<file path="src/hdl/hps_pkg.sv">
// Shared types, widths and helpers for the hop probe statistics block.
package hps_pkg;

  localparam int unsigned HOP_W   = 8;
  localparam int unsigned CNT_W   = 16;
  localparam int unsigned RTT_W   = 24;
  localparam int unsigned ADDR_W  = 32;
  localparam int unsigned LOSS_W  = 17;
  localparam int unsigned PROD_W  = RTT_W + CNT_W;
  localparam int unsigned STEP_W  = 5;

  // Quotient bits produced by the shared divider for each division.
  localparam logic [STEP_W-1:0] MEAN_STEPS = STEP_W'(RTT_W);
  localparam logic [STEP_W-1:0] LOSS_STEPS = STEP_W'(LOSS_W);

  localparam logic [CNT_W-1:0] CNT_MAX = '1;

  typedef enum logic [3:0] {
    ST_IDLE,
    ST_UPDATE,
    ST_ACCUM,
    ST_MEAN_DIV,
    ST_MEAN_WR,
    ST_LOSS_LOAD,
    ST_LOSS_DIV,
    ST_DONE
  } hps_state_t;

  typedef struct packed {
    logic accept;
    logic update;
    logic div_load_mean;
    logic div_load_loss;
    logic div_step;
    logic mean_wr;
    logic out_load;
  } hps_cmd_t;

  typedef struct packed {
    logic need_mean;
  } hps_sts_t;

  function automatic logic [CNT_W-1:0] sat_inc(input logic [CNT_W-1:0] v);
    sat_inc = (v == CNT_MAX) ? CNT_MAX : v + CNT_W'(1);
  endfunction

endpackage

</file>
<file path="src/hdl/hps_div.sv">
// Restoring divider that produces one quotient bit per cycle while step is asserted.
module hps_div
  import hps_pkg::*;
(
  input  logic             clk,
  input  logic             load,
  input  logic             step,
  input  logic [CNT_W-1:0] rem_init,
  input  logic [RTT_W-1:0] quo_init,
  input  logic [CNT_W-1:0] divisor,
  output logic [RTT_W-1:0] quotient
);

  logic [CNT_W-1:0] rem_r;
  logic [RTT_W-1:0] quo_r;
  logic [CNT_W-1:0] div_r;
  logic [CNT_W:0]   trial;
  logic             fits;

  // The remainder always stays below the divisor, so it fits in CNT_W bits.
  assign trial = {rem_r, quo_r[RTT_W-1]};
  assign fits  = (trial >= {1'b0, div_r});

  always_ff @(posedge clk) begin
    if (load) begin
      rem_r <= rem_init;
      quo_r <= quo_init;
      div_r <= divisor;
    end else if (step) begin
      rem_r <= fits ? CNT_W'(trial - {1'b0, div_r}) : trial[CNT_W-1:0];
      quo_r <= {quo_r[RTT_W-2:0], fits};
    end
  end

  assign quotient = quo_r;

endmodule

</file>
<file path="src/hdl/hps_ctrl.sv">
// Sequencing state machine for the hop probe statistics block.
module hps_ctrl
  import hps_pkg::*;
(
  input  logic     clk,
  input  logic     rst_n,
  input  logic     in_valid,
  output logic     in_stall,
  output logic     out_valid,
  input  logic     out_stall,
  input  hps_sts_t sts,
  output hps_cmd_t cmd
);

  hps_state_t        state_r, state_nxt;
  logic [STEP_W-1:0] cnt_r, cnt_nxt;
  logic              out_valid_r, out_valid_nxt;
  logic              out_free;

  assign out_free = !out_valid_r || !out_stall;

  always_comb begin
    state_nxt = state_r;
    cnt_nxt   = cnt_r;
    unique case (state_r)
      ST_IDLE: begin
        if (in_valid) state_nxt = ST_UPDATE;
      end
      ST_UPDATE: begin
        state_nxt = sts.need_mean ? ST_ACCUM : ST_LOSS_LOAD;
      end
      ST_ACCUM: begin
        state_nxt = ST_MEAN_DIV;
        cnt_nxt   = MEAN_STEPS - STEP_W'(1);
      end
      ST_MEAN_DIV: begin
        cnt_nxt = cnt_r - STEP_W'(1);
        if (cnt_r == '0) state_nxt = ST_MEAN_WR;
      end
      ST_MEAN_WR, ST_LOSS_LOAD: begin
        state_nxt = ST_LOSS_DIV;
        cnt_nxt   = LOSS_STEPS - STEP_W'(1);
      end
      ST_LOSS_DIV: begin
        cnt_nxt = cnt_r - STEP_W'(1);
        if (cnt_r == '0) state_nxt = ST_DONE;
      end
      ST_DONE: begin
        if (out_free) state_nxt = ST_IDLE;
      end
      default: state_nxt = ST_IDLE;
    endcase
  end

  always_comb begin
    cmd = '0;
    unique case (state_r)
      ST_IDLE:      cmd.accept        = in_valid;
      ST_UPDATE:    cmd.update        = 1'b1;
      ST_ACCUM:     cmd.div_load_mean = 1'b1;
      ST_MEAN_DIV:  cmd.div_step      = 1'b1;
      ST_MEAN_WR: begin
        cmd.mean_wr       = 1'b1;
        cmd.div_load_loss = 1'b1;
      end
      ST_LOSS_LOAD: cmd.div_load_loss = 1'b1;
      ST_LOSS_DIV:  cmd.div_step      = 1'b1;
      ST_DONE:      cmd.out_load      = out_free;
      default:      cmd = '0;
    endcase
  end

  always_comb begin
    out_valid_nxt = out_valid_r;
    if (cmd.out_load) begin
      out_valid_nxt = 1'b1;
    end else if (out_valid_r && !out_stall) begin
      out_valid_nxt = 1'b0;
    end
  end

  always_ff @(posedge clk) begin
    if (!rst_n) begin
      state_r     <= ST_IDLE;
      cnt_r       <= '0;
      out_valid_r <= 1'b0;
    end else begin
      state_r     <= state_nxt;
      cnt_r       <= cnt_nxt;
      out_valid_r <= out_valid_nxt;
    end
  end

  assign in_stall  = (state_r != ST_IDLE);
  assign out_valid = out_valid_r;

endmodule

</file>
<file path="src/hdl/hps_dp.sv">
// Statistics registers, mean multiplier, shared divider and result register.
module hps_dp
  import hps_pkg::*;
(
  input  logic              clk,
  input  logic              rst_n,
  input  hps_cmd_t          cmd,
  output hps_sts_t          sts,
  input  logic              in_first_of_hop,
  input  logic [HOP_W-1:0]  in_hop_number,
  input  logic              in_success,
  input  logic [RTT_W-1:0]  in_rtt_us,
  input  logic [ADDR_W-1:0] in_responder_addr,
  input  logic              in_addr_valid,
  input  logic              in_reached_dest,
  output logic [HOP_W-1:0]  out_hop_out,
  output logic [CNT_W-1:0]  out_sent_count,
  output logic [CNT_W-1:0]  out_reply_count,
  output logic [CNT_W-1:0]  out_timeout_count,
  output logic [RTT_W-1:0]  out_last_rtt,
  output logic [RTT_W-1:0]  out_min_rtt,
  output logic [RTT_W-1:0]  out_max_rtt,
  output logic [RTT_W-1:0]  out_mean_rtt,
  output logic [LOSS_W-1:0] out_loss_ratio,
  output logic              out_dest_seen,
  output logic [ADDR_W-1:0] out_last_addr,
  output logic              out_addr_known
);

  // Latched transaction.
  logic              first_r, ok_r, avalid_r, dest_r;
  logic [HOP_W-1:0]  hopin_r;
  logic [RTT_W-1:0]  rtt_r;
  logic [ADDR_W-1:0] addrin_r;

  // Running statistics.
  logic [HOP_W-1:0]  hop_r, hop_nxt;
  logic [CNT_W-1:0]  sent_r, sent_nxt;
  logic [CNT_W-1:0]  reply_r, reply_nxt;
  logic [CNT_W-1:0]  tmo_r, tmo_nxt;
  logic [RTT_W-1:0]  last_r, last_nxt;
  logic [RTT_W-1:0]  min_r, min_nxt;
  logic [RTT_W-1:0]  max_r, max_nxt;
  logic [RTT_W-1:0]  mean_r, mean_nxt;
  logic              destf_r, destf_nxt;
  logic [ADDR_W-1:0] addr_r, addr_nxt;
  logic              addrf_r, addrf_nxt;

  logic [PROD_W-1:0] prod_r;
  logic [PROD_W:0]   acc;
  logic [CNT_W-1:0]  div_rem_init;
  logic [RTT_W-1:0]  div_quo_init;
  logic [CNT_W-1:0]  div_divisor;
  logic [RTT_W-1:0]  quotient;

  always_ff @(posedge clk) begin
    if (cmd.accept) begin
      first_r  <= in_first_of_hop;
      hopin_r  <= in_hop_number;
      ok_r     <= in_success;
      rtt_r    <= in_rtt_us;
      addrin_r <= in_responder_addr;
      avalid_r <= in_addr_valid;
      dest_r   <= in_reached_dest;
    end
  end

  // A later reply of the hop needs the division for the running mean.
  assign sts.need_mean = ok_r && !first_r && (reply_r != '0);

  always_comb begin
    logic [CNT_W-1:0] sent_b, reply_b, tmo_b;
    logic [RTT_W-1:0] min_b, max_b;
    sent_b    = first_r ? '0 : sent_r;
    reply_b   = first_r ? '0 : reply_r;
    tmo_b     = first_r ? '0 : tmo_r;
    min_b     = first_r ? '0 : min_r;
    max_b     = first_r ? '0 : max_r;
    hop_nxt   = first_r ? hopin_r : hop_r;
    last_nxt  = first_r ? '0 : last_r;
    mean_nxt  = first_r ? '0 : mean_r;
    destf_nxt = first_r ? 1'b0 : destf_r;
    addr_nxt  = first_r ? '0 : addr_r;
    addrf_nxt = first_r ? 1'b0 : addrf_r;
    min_nxt   = min_b;
    max_nxt   = max_b;
    reply_nxt = reply_b;
    tmo_nxt   = tmo_b;
    sent_nxt  = sat_inc(sent_b);
    if (!ok_r) begin
      tmo_nxt = sat_inc(tmo_b);
    end else begin
      reply_nxt = sat_inc(reply_b);
      last_nxt  = rtt_r;
      if (avalid_r) begin
        addr_nxt  = addrin_r;
        addrf_nxt = 1'b1;
      end
      if (dest_r) destf_nxt = 1'b1;
      if (reply_b == '0) begin
        min_nxt  = rtt_r;
        max_nxt  = rtt_r;
        mean_nxt = rtt_r;
      end else begin
        if (rtt_r < min_b) min_nxt = rtt_r;
        if (rtt_r > max_b) max_nxt = rtt_r;
      end
    end
  end

  always_ff @(posedge clk) begin
    if (!rst_n) begin
      hop_r   <= '0;
      sent_r  <= '0;
      reply_r <= '0;
      tmo_r   <= '0;
      last_r  <= '0;
      min_r   <= '0;
      max_r   <= '0;
      mean_r  <= '0;
      destf_r <= 1'b0;
      addr_r  <= '0;
      addrf_r <= 1'b0;
    end else if (cmd.update) begin
      hop_r   <= hop_nxt;
      sent_r  <= sent_nxt;
      reply_r <= reply_nxt;
      tmo_r   <= tmo_nxt;
      last_r  <= last_nxt;
      min_r   <= min_nxt;
      max_r   <= max_nxt;
      mean_r  <= mean_nxt;
      destf_r <= destf_nxt;
      addr_r  <= addr_nxt;
      addrf_r <= addrf_nxt;
    end else if (cmd.mean_wr) begin
      mean_r <= quotient;
    end
  end

  // Old mean times (n - 1), with n the reply count after this reply.
  always_ff @(posedge clk) begin
    if (cmd.update) begin
      prod_r <= PROD_W'(mean_r) * PROD_W'(reply_nxt - CNT_W'(1));
    end
  end

  assign acc = {1'b0, prod_r} + (PROD_W + 1)'(rtt_r);

  // The quotient of each division is known to fit its field, so the bits
  // above the quotient width start out as the remainder.
  always_comb begin
    if (cmd.div_load_mean) begin
      div_rem_init = acc[PROD_W-1:RTT_W];
      div_quo_init = acc[RTT_W-1:0];
      div_divisor  = reply_r;
    end else begin
      div_rem_init = {1'b0, tmo_r[CNT_W-1:1]};
      div_quo_init = {tmo_r[0], {(RTT_W-1){1'b0}}};
      div_divisor  = sent_r;
    end
  end

  hps_div u_div (
    .clk      (clk),
    .load     (cmd.div_load_mean || cmd.div_load_loss),
    .step     (cmd.div_step),
    .rem_init (div_rem_init),
    .quo_init (div_quo_init),
    .divisor  (div_divisor),
    .quotient (quotient)
  );

  always_ff @(posedge clk) begin
    if (cmd.out_load) begin
      out_hop_out       <= hop_r;
      out_sent_count    <= sent_r;
      out_reply_count   <= reply_r;
      out_timeout_count <= tmo_r;
      out_last_rtt      <= last_r;
      out_min_rtt       <= min_r;
      out_max_rtt       <= max_r;
      out_mean_rtt      <= mean_r;
      out_loss_ratio    <= quotient[LOSS_W-1:0];
      out_dest_seen     <= destf_r;
      out_last_addr     <= addr_r;
      out_addr_known    <= addrf_r;
    end
  end

endmodule

</file>
<file path="src/hdl/hop_probe_statistics.sv">
// Top level of the per-hop probe statistics block.
//
//   channel  | handshake           | payload
//   ---------+---------------------+--------------------------------------------
//   in_      | in_valid / in_stall | one probe outcome per transaction
//   out_     | out_valid/out_stall | statistics snapshot after each probe
//
// Each probe transaction holds the block from its acceptance until its
// snapshot is loaded. A running mean is computed only for a later reply of
// the hop; the mean division is skipped otherwise. The shared divider
// produces one quotient bit per cycle while the controller steps it: 24
// steps for the running mean and 17 steps for the loss ratio. The input is
// taken only while the controller is idle. The result sits in its own output
// register, so a new probe is accepted while an earlier snapshot still waits
// on out_stall; the next snapshot is held back until that one is taken.
// Reset is synchronous and clears all statistics and the control state.
module hop_probe_statistics
  import hps_pkg::*;
(
  input  logic              clk,
  input  logic              rst_n,
  input  logic              in_valid,
  output logic              in_stall,
  input  logic              in_first_of_hop,
  input  logic [HOP_W-1:0]  in_hop_number,
  input  logic              in_success,
  input  logic [RTT_W-1:0]  in_rtt_us,
  input  logic [ADDR_W-1:0] in_responder_addr,
  input  logic              in_addr_valid,
  input  logic              in_reached_dest,
  output logic              out_valid,
  input  logic              out_stall,
  output logic [HOP_W-1:0]  out_hop_out,
  output logic [CNT_W-1:0]  out_sent_count,
  output logic [CNT_W-1:0]  out_reply_count,
  output logic [CNT_W-1:0]  out_timeout_count,
  output logic [RTT_W-1:0]  out_last_rtt,
  output logic [RTT_W-1:0]  out_min_rtt,
  output logic [RTT_W-1:0]  out_max_rtt,
  output logic [RTT_W-1:0]  out_mean_rtt,
  output logic [LOSS_W-1:0] out_loss_ratio,
  output logic              out_dest_seen,
  output logic [ADDR_W-1:0] out_last_addr,
  output logic              out_addr_known
);

  hps_cmd_t cmd;
  hps_sts_t sts;

  // The controller steps through update, the mean division when it is needed
  // and the loss division, and owns the output valid flag.
  hps_ctrl u_ctrl (
    .clk       (clk),
    .rst_n     (rst_n),
    .in_valid  (in_valid),
    .in_stall  (in_stall),
    .out_valid (out_valid),
    .out_stall (out_stall),
    .sts       (sts),
    .cmd       (cmd)
  );

  // The datapath holds the statistics, the multiplier for the running mean,
  // the shared divider and the result snapshot.
  hps_dp u_dp (
    .clk               (clk),
    .rst_n             (rst_n),
    .cmd               (cmd),
    .sts               (sts),
    .in_first_of_hop   (in_first_of_hop),
    .in_hop_number     (in_hop_number),
    .in_success        (in_success),
    .in_rtt_us         (in_rtt_us),
    .in_responder_addr (in_responder_addr),
    .in_addr_valid     (in_addr_valid),
    .in_reached_dest   (in_reached_dest),
    .out_hop_out       (out_hop_out),
    .out_sent_count    (out_sent_count),
    .out_reply_count   (out_reply_count),
    .out_timeout_count (out_timeout_count),
    .out_last_rtt      (out_last_rtt),
    .out_min_rtt       (out_min_rtt),
    .out_max_rtt       (out_max_rtt),
    .out_mean_rtt      (out_mean_rtt),
    .out_loss_ratio    (out_loss_ratio),
    .out_dest_seen     (out_dest_seen),
    .out_last_addr     (out_last_addr),
    .out_addr_known    (out_addr_known)
  );

endmodule
</file>
<file path="config.mk">
export PLATFORM = sky130hd
export DESIGN_NAME = hop_probe_statistics
export DESIGN_NICKNAME = d
export VERILOG_FILES = /design/src/hdl/hps_pkg.sv /design/src/hdl/hps_div.sv /design/src/hdl/hps_ctrl.sv /design/src/hdl/hps_dp.sv /design/src/hdl/hop_probe_statistics.sv
export SDC_FILE = /design/constraint.sdc
export NUM_CORES = 2
export LEC_CHECK = 0
export BUFFER_PORTS_ARGS = -buffer_cell sky130_fd_sc_hd__buf_2
export CAP_MARGIN = 20
export CORE_ASPECT_RATIO = 0.5
export CORE_MARGIN = 1.5
export CORE_UTILIZATION = 60
export CTS_CLUSTER_SIZE = 8
export DETAILED_ROUTE_END_ITERATION = 10
export GPL_TIMING_DRIVEN = 0
export MAX_ROUTING_LAYER = met4
export PLACE_DENSITY = 0.79
export SYNTH_ARGS = -nofsm -noshare
export SYNTH_HDL_FRONTEND = slang
export SYNTH_SLANG_ARGS = --single-unit
</file>
<file path="constraint.sdc">
create_clock -name clk -period 16.6 [get_ports clk]
set_clock_uncertainty 0.2 [all_clocks]
set_input_delay 1.66 -clock clk [delete_from_list [all_inputs] [get_ports clk]]
set_output_delay 1.66 -clock clk [all_outputs]
set_load 0.02 [all_outputs]
</file>
Word-level counts from Yosys, hierarchy flattened
Index checks and enable logic that the tools add are counted.
{"block": "classes", "bitwise_logic": 0, "mux": 56, "shift": 0, "div_mod_pow": 0, "reduce_logical": 23, "addsub": 7, "magnitude_cmp": 3, "n_eq_ne": 14, "n_mul": 1}
{"cell": "$mux W24", "count": 18}
{"cell": "$mux W16", "count": 13}
{"cell": "$mux W32", "count": 3}
{"cell": "$add A16 B1 Y16 const B", "count": 3}
{"cell": "$eq A16 B16 Y1 const B", "count": 3}
{"cell": "$add A40 B24 Y40", "count": 1}
{"cell": "$mul A24 B40 Y40", "count": 1}
{"cell": "$pmux W4 S7", "count": 1}
{"cell": "$gt A24 B24 Y1", "count": 1}
{"cell": "$lt A24 B24 Y1", "count": 1}
{"cell": "$ge A17 B16 Y1", "count": 1}
{"cell": "$sub A16 B1 Y17 const B", "count": 1}
{"cell": "$eq A4 B3 Y1 const B", "count": 4}
{"cell": "$logic_not A16 Y1", "count": 1}
{"cell": "$mux W4", "count": 4}
{"cell": "$reduce_bool A16 Y1", "count": 1}
{"cell": "$sub A16 B16 Y16", "count": 1}
{"cell": "$mux W1", "count": 15}
{"cell": "$pmux W5 S3", "count": 1}
{"cell": "$eq A4 B2 Y1 const B", "count": 2}
{"cell": "$reduce_bool A2 Y1", "count": 4}
{"cell": "$ne A2 B1 Y1 const B", "count": 3}
{"cell": "$logic_not A5 Y1", "count": 1}
{"cell": "$sub A5 B1 Y5 const B", "count": 1}
{"cell": "other kinds (12)", "count": 19}
{"block": "word_totals", "mem_bits_rw": 0, "mem_count": 0, "out_inout_bits": 205, "reg_bits": 563, "romBits": 0, "latch_bits": 0}

Logic depth before layout (Yosys ltp)
{"block": "logic_depth", "depth_word": 6, "mapped_depth": 40, "depth_no_buf": 35}

Cells and area by module
A second synthesis with hierarchy kept.
{"block": "unflattened", "hier_cells": 3706, "area_unflattened_um2": 38094.0}
{"module": "hps_dp", "cells_per_inst": 3336, "n_inst": 1, "area_each_um2": 34097.7, "seq_area_each_um2": 13062.5}
{"module": "hps_div", "cells_per_inst": 287, "n_inst": 1, "area_each_um2": 3330.7, "seq_area_each_um2": 1681.6}
{"module": "hps_ctrl", "cells_per_inst": 83, "n_inst": 1, "area_each_um2": 665.6, "seq_area_each_um2": 180.2}

Worst setup path before layout
No wires, ideal clock.
{"block": "synth_path", "path_kind": "input to register", "from": "input out_stall", "to": "register u_dp.out_addr_known (enable)", "path_slack_ns": 4.148, "path_stages": 1, "t_arrival_ns": 11.419, "setup_ns": 0.833, "n_path_buf": 0, "t_required_ns": 15.567, "cell_sequence": "a21oi_1"}
{"block": "synth_between", "elab_chain_len": 3}
{"item": "from (decl)", "line": "hop_probe_statistics.sv:32", "rtl": "input logic out_stall,"}
{"item": "$logic_not A1 Y1", "line": "hps_ctrl.sv:20", "rtl": "assign out_free = !out_valid_r || !out_stall;"}
{"item": "$logic_or A1 B1 Y1", "line": "hps_ctrl.sv:20"}
{"item": "$mux W1", "line": "hps_ctrl.sv:57", "rtl": "unique case (state_r)"}
{"item": "to (signal assigned)", "line": "hps_dp.sv:187", "rtl": "out_addr_known <= addrf_r;"}
{"item": "to (decl)", "line": "hps_dp.sv:27", "rtl": "output logic out_addr_known"}
Every way passes these cells.
A chain may end at the register's enable or synchronous reset.

Worst setup path after layout
{"block": "layout_path", "from": "register u_dp.first_r", "to": "register u_dp.prod_r[34], data pin"}
{"block": "layout_between", "elab_chain_len": 6}
{"item": "from (decl)", "line": "hps_dp.sv:31", "rtl": "logic first_r, ok_r, avalid_r, dest_r;"}
{"item": "from (signal assigned)", "line": "hps_dp.sv:58", "rtl": "first_r <= in_first_of_hop;"}
{"item": "$mux W16 *", "line": "hps_dp.sv:75", "rtl": "reply_b = first_r ? '0 : reply_r;"}
{"item": "$add A16 B1 Y16 or $eq A16 B16 Y1 (tied branches)", "line": "hps_pkg.sv:44", "rtl": "sat_inc = (v == CNT_MAX) ? CNT_MAX : v + CNT_W'(1);"}
{"item": "$mux W16", "line": "hps_pkg.sv:44"}
{"item": "$mux W16 *", "line": "hps_dp.sv:90", "rtl": "if (!ok_r) begin"}
{"item": "$sub A16 B1 Y17 *", "line": "hps_dp.sv:144", "rtl": "prod_r <= PROD_W'(mean_r) * PROD_W'(reply_nxt - CNT_W'(1));"}
{"item": "$mul A24 B40 Y40 *", "line": "hps_dp.sv:144"}
{"item": "to (signal assigned)", "line": "hps_dp.sv:144"}
{"item": "to (decl)", "line": "hps_dp.sv:49", "rtl": "logic [PROD_W-1:0] prod_r;"}
Mark *: on every way between the ends. The rest lies on a longest branch, timed or not.

==> impl_metrics.ini <==
[timing]
finalCriticalPeriod_ns = 14.33
fin_setup_tns_ns = 0
rsz0062_at_grt = false
relSlewSlack = 0.175
worst_slew_pin_slew_ns = 1.23
finalMaxSlewViolations = 0
fmax_mhz = 69.8
finalCritPeriodShare = 0.863
worst_slack_ns = 2.27
hold_violations = 0
hold_ws_ns = 0.214
finalSetupViolCount = 0

[floorplan]
coreArea_um2 = 66800
die-area_um2 = 69100
rows = 67
dieWidth_um = 370
io-pin-count = 277
die_h_um = 187
initial_core_util = 0.606

[critical_path]
crit_end = u_dp.prod_r[34]$_DFFE_PP_
r2r_end = u_dp.prod_r[34]$_DFFE_PP_
crit_path_start = u_dp.first_r$_DFFE_PP_
reg2reg_depth = 37
regToRegStartpoint = u_dp.first_r$_DFFE_PP_
cp_max_fo = 10
crit_required_ns = 16.72
cp-start-kind = flop
critPathSlowestCell = nor2_1
r2r_slack_ns = 2.27
cpPeakStageDelay_ns = 0.85
critPathArrivalTime_ns = 14.45
worstSetupEndpointType = flop
critical_path.top_delay_family = adder cells
path_class = flop to flop
crit_cells = 37
path_buf_inv = 11

[clocking]
clockRootBuffer = clkbuf_16
clkTransAtPathRegs_ns = 0.05
holdBufCountCts = 0
clock_sinks = 562
cts_tree = done
clock_latency_ns = 0.64
cts_resized = 0
clockBufferDepth = 3
htreeDepth = 3
cts-buffers-inserted = 80
postCtsSetupBuffers = 0

[drt]
first_iter_violations = 3739
antenna_left = 0
firstDrtPassIters = 9
post_drt_wl_per_cell_um = 23.1
postRouteWirelength_mm = 121
drc = 44
post_drt_via_cell_ratio = 6.00
route.vias.total = 31300

[grt]
met1_usage = 0.483
grt_first_pass_wirelength_mm = 184
track_usage = 0.363
gr-usage-met2 = 0.553
grt_use_met3 = 0.0770
grt_pass1_vias = 32100
grt_max_degree = 40
busiest_layer = met2
grt_antenna_before_repair = 7
grt_overflow_total = 0

[final_layout]
area_growth_pct = 12.8
drive_gt1_frac = 0.106
fin_nets = 4955
final_cell_mix = 505 x inv_1, 457 x nand2_1, 447 x fa_1, 367 x edfxtp_1, 298 x buf_2
final_util = 0.684
mostFrequentLayoutCell = inv_1

[synth]
syn-cell-area_um2 = 40500
synth_top_area_share = 0.272
synth_seq_area_share = 0.369
synth_flop_cell = edfxtp_1
synth_edf_count = 367
synth_top_cell_by_area = edfxtp_1
ys_types = 85
syn_nets = 4583
async_flop_share = 0
synth_area_leaders = edfxtp_1 27%, fa_1 22%, dfxtp_1 9.6%
avgSynthCellArea_um2 = 10.5
synthCells = 3873
ys_ff_latch = 562
yosysWarningCount = 0

[hold_path]
hold_path.class = flop to flop

[status]
status = finished with violations
violations = DRC

[placed_design]
post-place-ws_ns = 2.59
gp_congestion = 1.02
port_buffers = 276
dpl.hpwl_mm = 92.3

[flow_run]
maxCapViolations = 0
routing by layer:
metal | part of all wire | wire length, um
met2 | 0.46 | 55100
met3 | 0.11 | 13400
met5 | 0 | 0
met4 | 0.037 | 4450
met1 | 0.40 | 47700
cell usage after synthesis, types with 5 or more instances:
| master | instances |
|---|---|
| o211ai_1 | 12 |
| nand4_1 | 27 |
| nor2b_1 | 120 |
| a21boi_0 | 22 |
| clkbuf_1 | 167 |
| and2_1 | 196 |
| nor3b_1 | 30 |
| o21bai_1 | 15 |
| dfxtp_1 | 195 |
| and3_1 | 35 |
| o21ai_1 | 6 |
| nand2b_1 | 37 |
| nor4_1 | 9 |
| o21ai_0 | 120 |
| nor3_1 | 37 |
| nand2_1 | 457 |
| a211oi_1 | 40 |
| buf_1 | 8 |
| a21o_1 | 55 |
| a22oi_1 | 30 |
| o21a_1 | 15 |
| a221oi_1 | 5 |
| nand3_1 | 84 |
| a21oi_1 | 184 |
| buf_2 | 22 |
| or2_2 | 7 |
| fa_1 | 447 |
| xnor2_1 | 69 |
| mux2i_1 | 39 |
| xor2_1 | 43 |
| o221a_2 | 16 |
| nor2_1 | 103 |
| a22o_1 | 25 |
| inv_1 | 505 |
| o22ai_1 | 9 |
| o31ai_1 | 6 |
| a31oi_1 | 28 |
| o211a_1 | 10 |
| edfxtp_1 | 367 |
| ha_1 | 191 |
stage by stage:
step	std cells	cell area (um^2)
final	5214	45700
after global routing	5212	45700
after CTS	5207	45600
after detailed placement	5059	43300
after global placement	5046	43000
after floorplan	3873	40500
final cells by class:
type,instances,area (um^2)
Multi-Input combinational cell,2600,22900
Fill cell,5031,21100
Sequential cell,562,14900
Clock buffer,140,2230
Inverter,505,1900
Timing Repair Buffer,290,1670
Tap cell,897,1120
Buffer,206,843
Clock inverter,8,126
Antenna cell,6,15.0
sequential cells by signal (all words and copies together), names as in the netlist, 17 cells and up:
signal               flops
u_dp.min_r              24
u_dp.out_last_addr      32
u_dp.out_last_rtt       24
u_dp.rtt_r              24
u_dp.out_loss_ratio     17
u_dp.max_r              24
u_dp.last_r             24
u_dp.addr_r             32
u_dp.out_mean_rtt       24
u_dp.mean_r             24
u_dp.prod_r             40
u_dp.addrin_r           32
u_dp.out_max_rtt        24
u_dp.u_div.quotient     24
u_dp.out_min_rtt        24
how the worst min path moves through the flow:
stage / from / endpoint / slack, ns / cells past startpoint
after global routing: u_dp.addr_r[23]$_SDFFE_PN0P_ / u_dp.out_last_addr[23]$_DFFE_PP_ / 0.23 / 0
after detailed placement: u_dp.reply_r[0]$_SDFFE_PN0P_ / u_dp.out_reply_count[0]$_DFFE_PP_ / 0.21 / 0
after global placement: u_dp.reply_r[0]$_SDFFE_PN0P_ / u_dp.out_reply_count[0]$_DFFE_PP_ / 0.21 / 0
after CTS: u_dp.reply_r[0]$_SDFFE_PN0P_ / u_dp.out_reply_count[0]$_DFFE_PP_ / 0.22 / 0
after floorplan: u_dp.reply_r[0]$_SDFFE_PN0P_ / u_dp.out_reply_count[0]$_DFFE_PP_ / 0.20 / 0
final: u_dp.last_r[1]$_SDFFE_PN0P_ / u_dp.out_last_rtt[1]$_DFFE_PP_ / 0.21 / 0
cell families after synthesis:
logic type,share of synthesized area
multiplexers,0.0100
AND/OR/NAND/NOR,0.147
buffers and inverters,0.0676
adder cells (fa/ha/maj),0.280
XOR/XNOR,0.0246
flip-flops,0.369
AO/OA/AOI/OAI,0.102
Power is not shown: default switching activity piles up to over one toggle a cycle in this logic, so the estimate is an artifact.
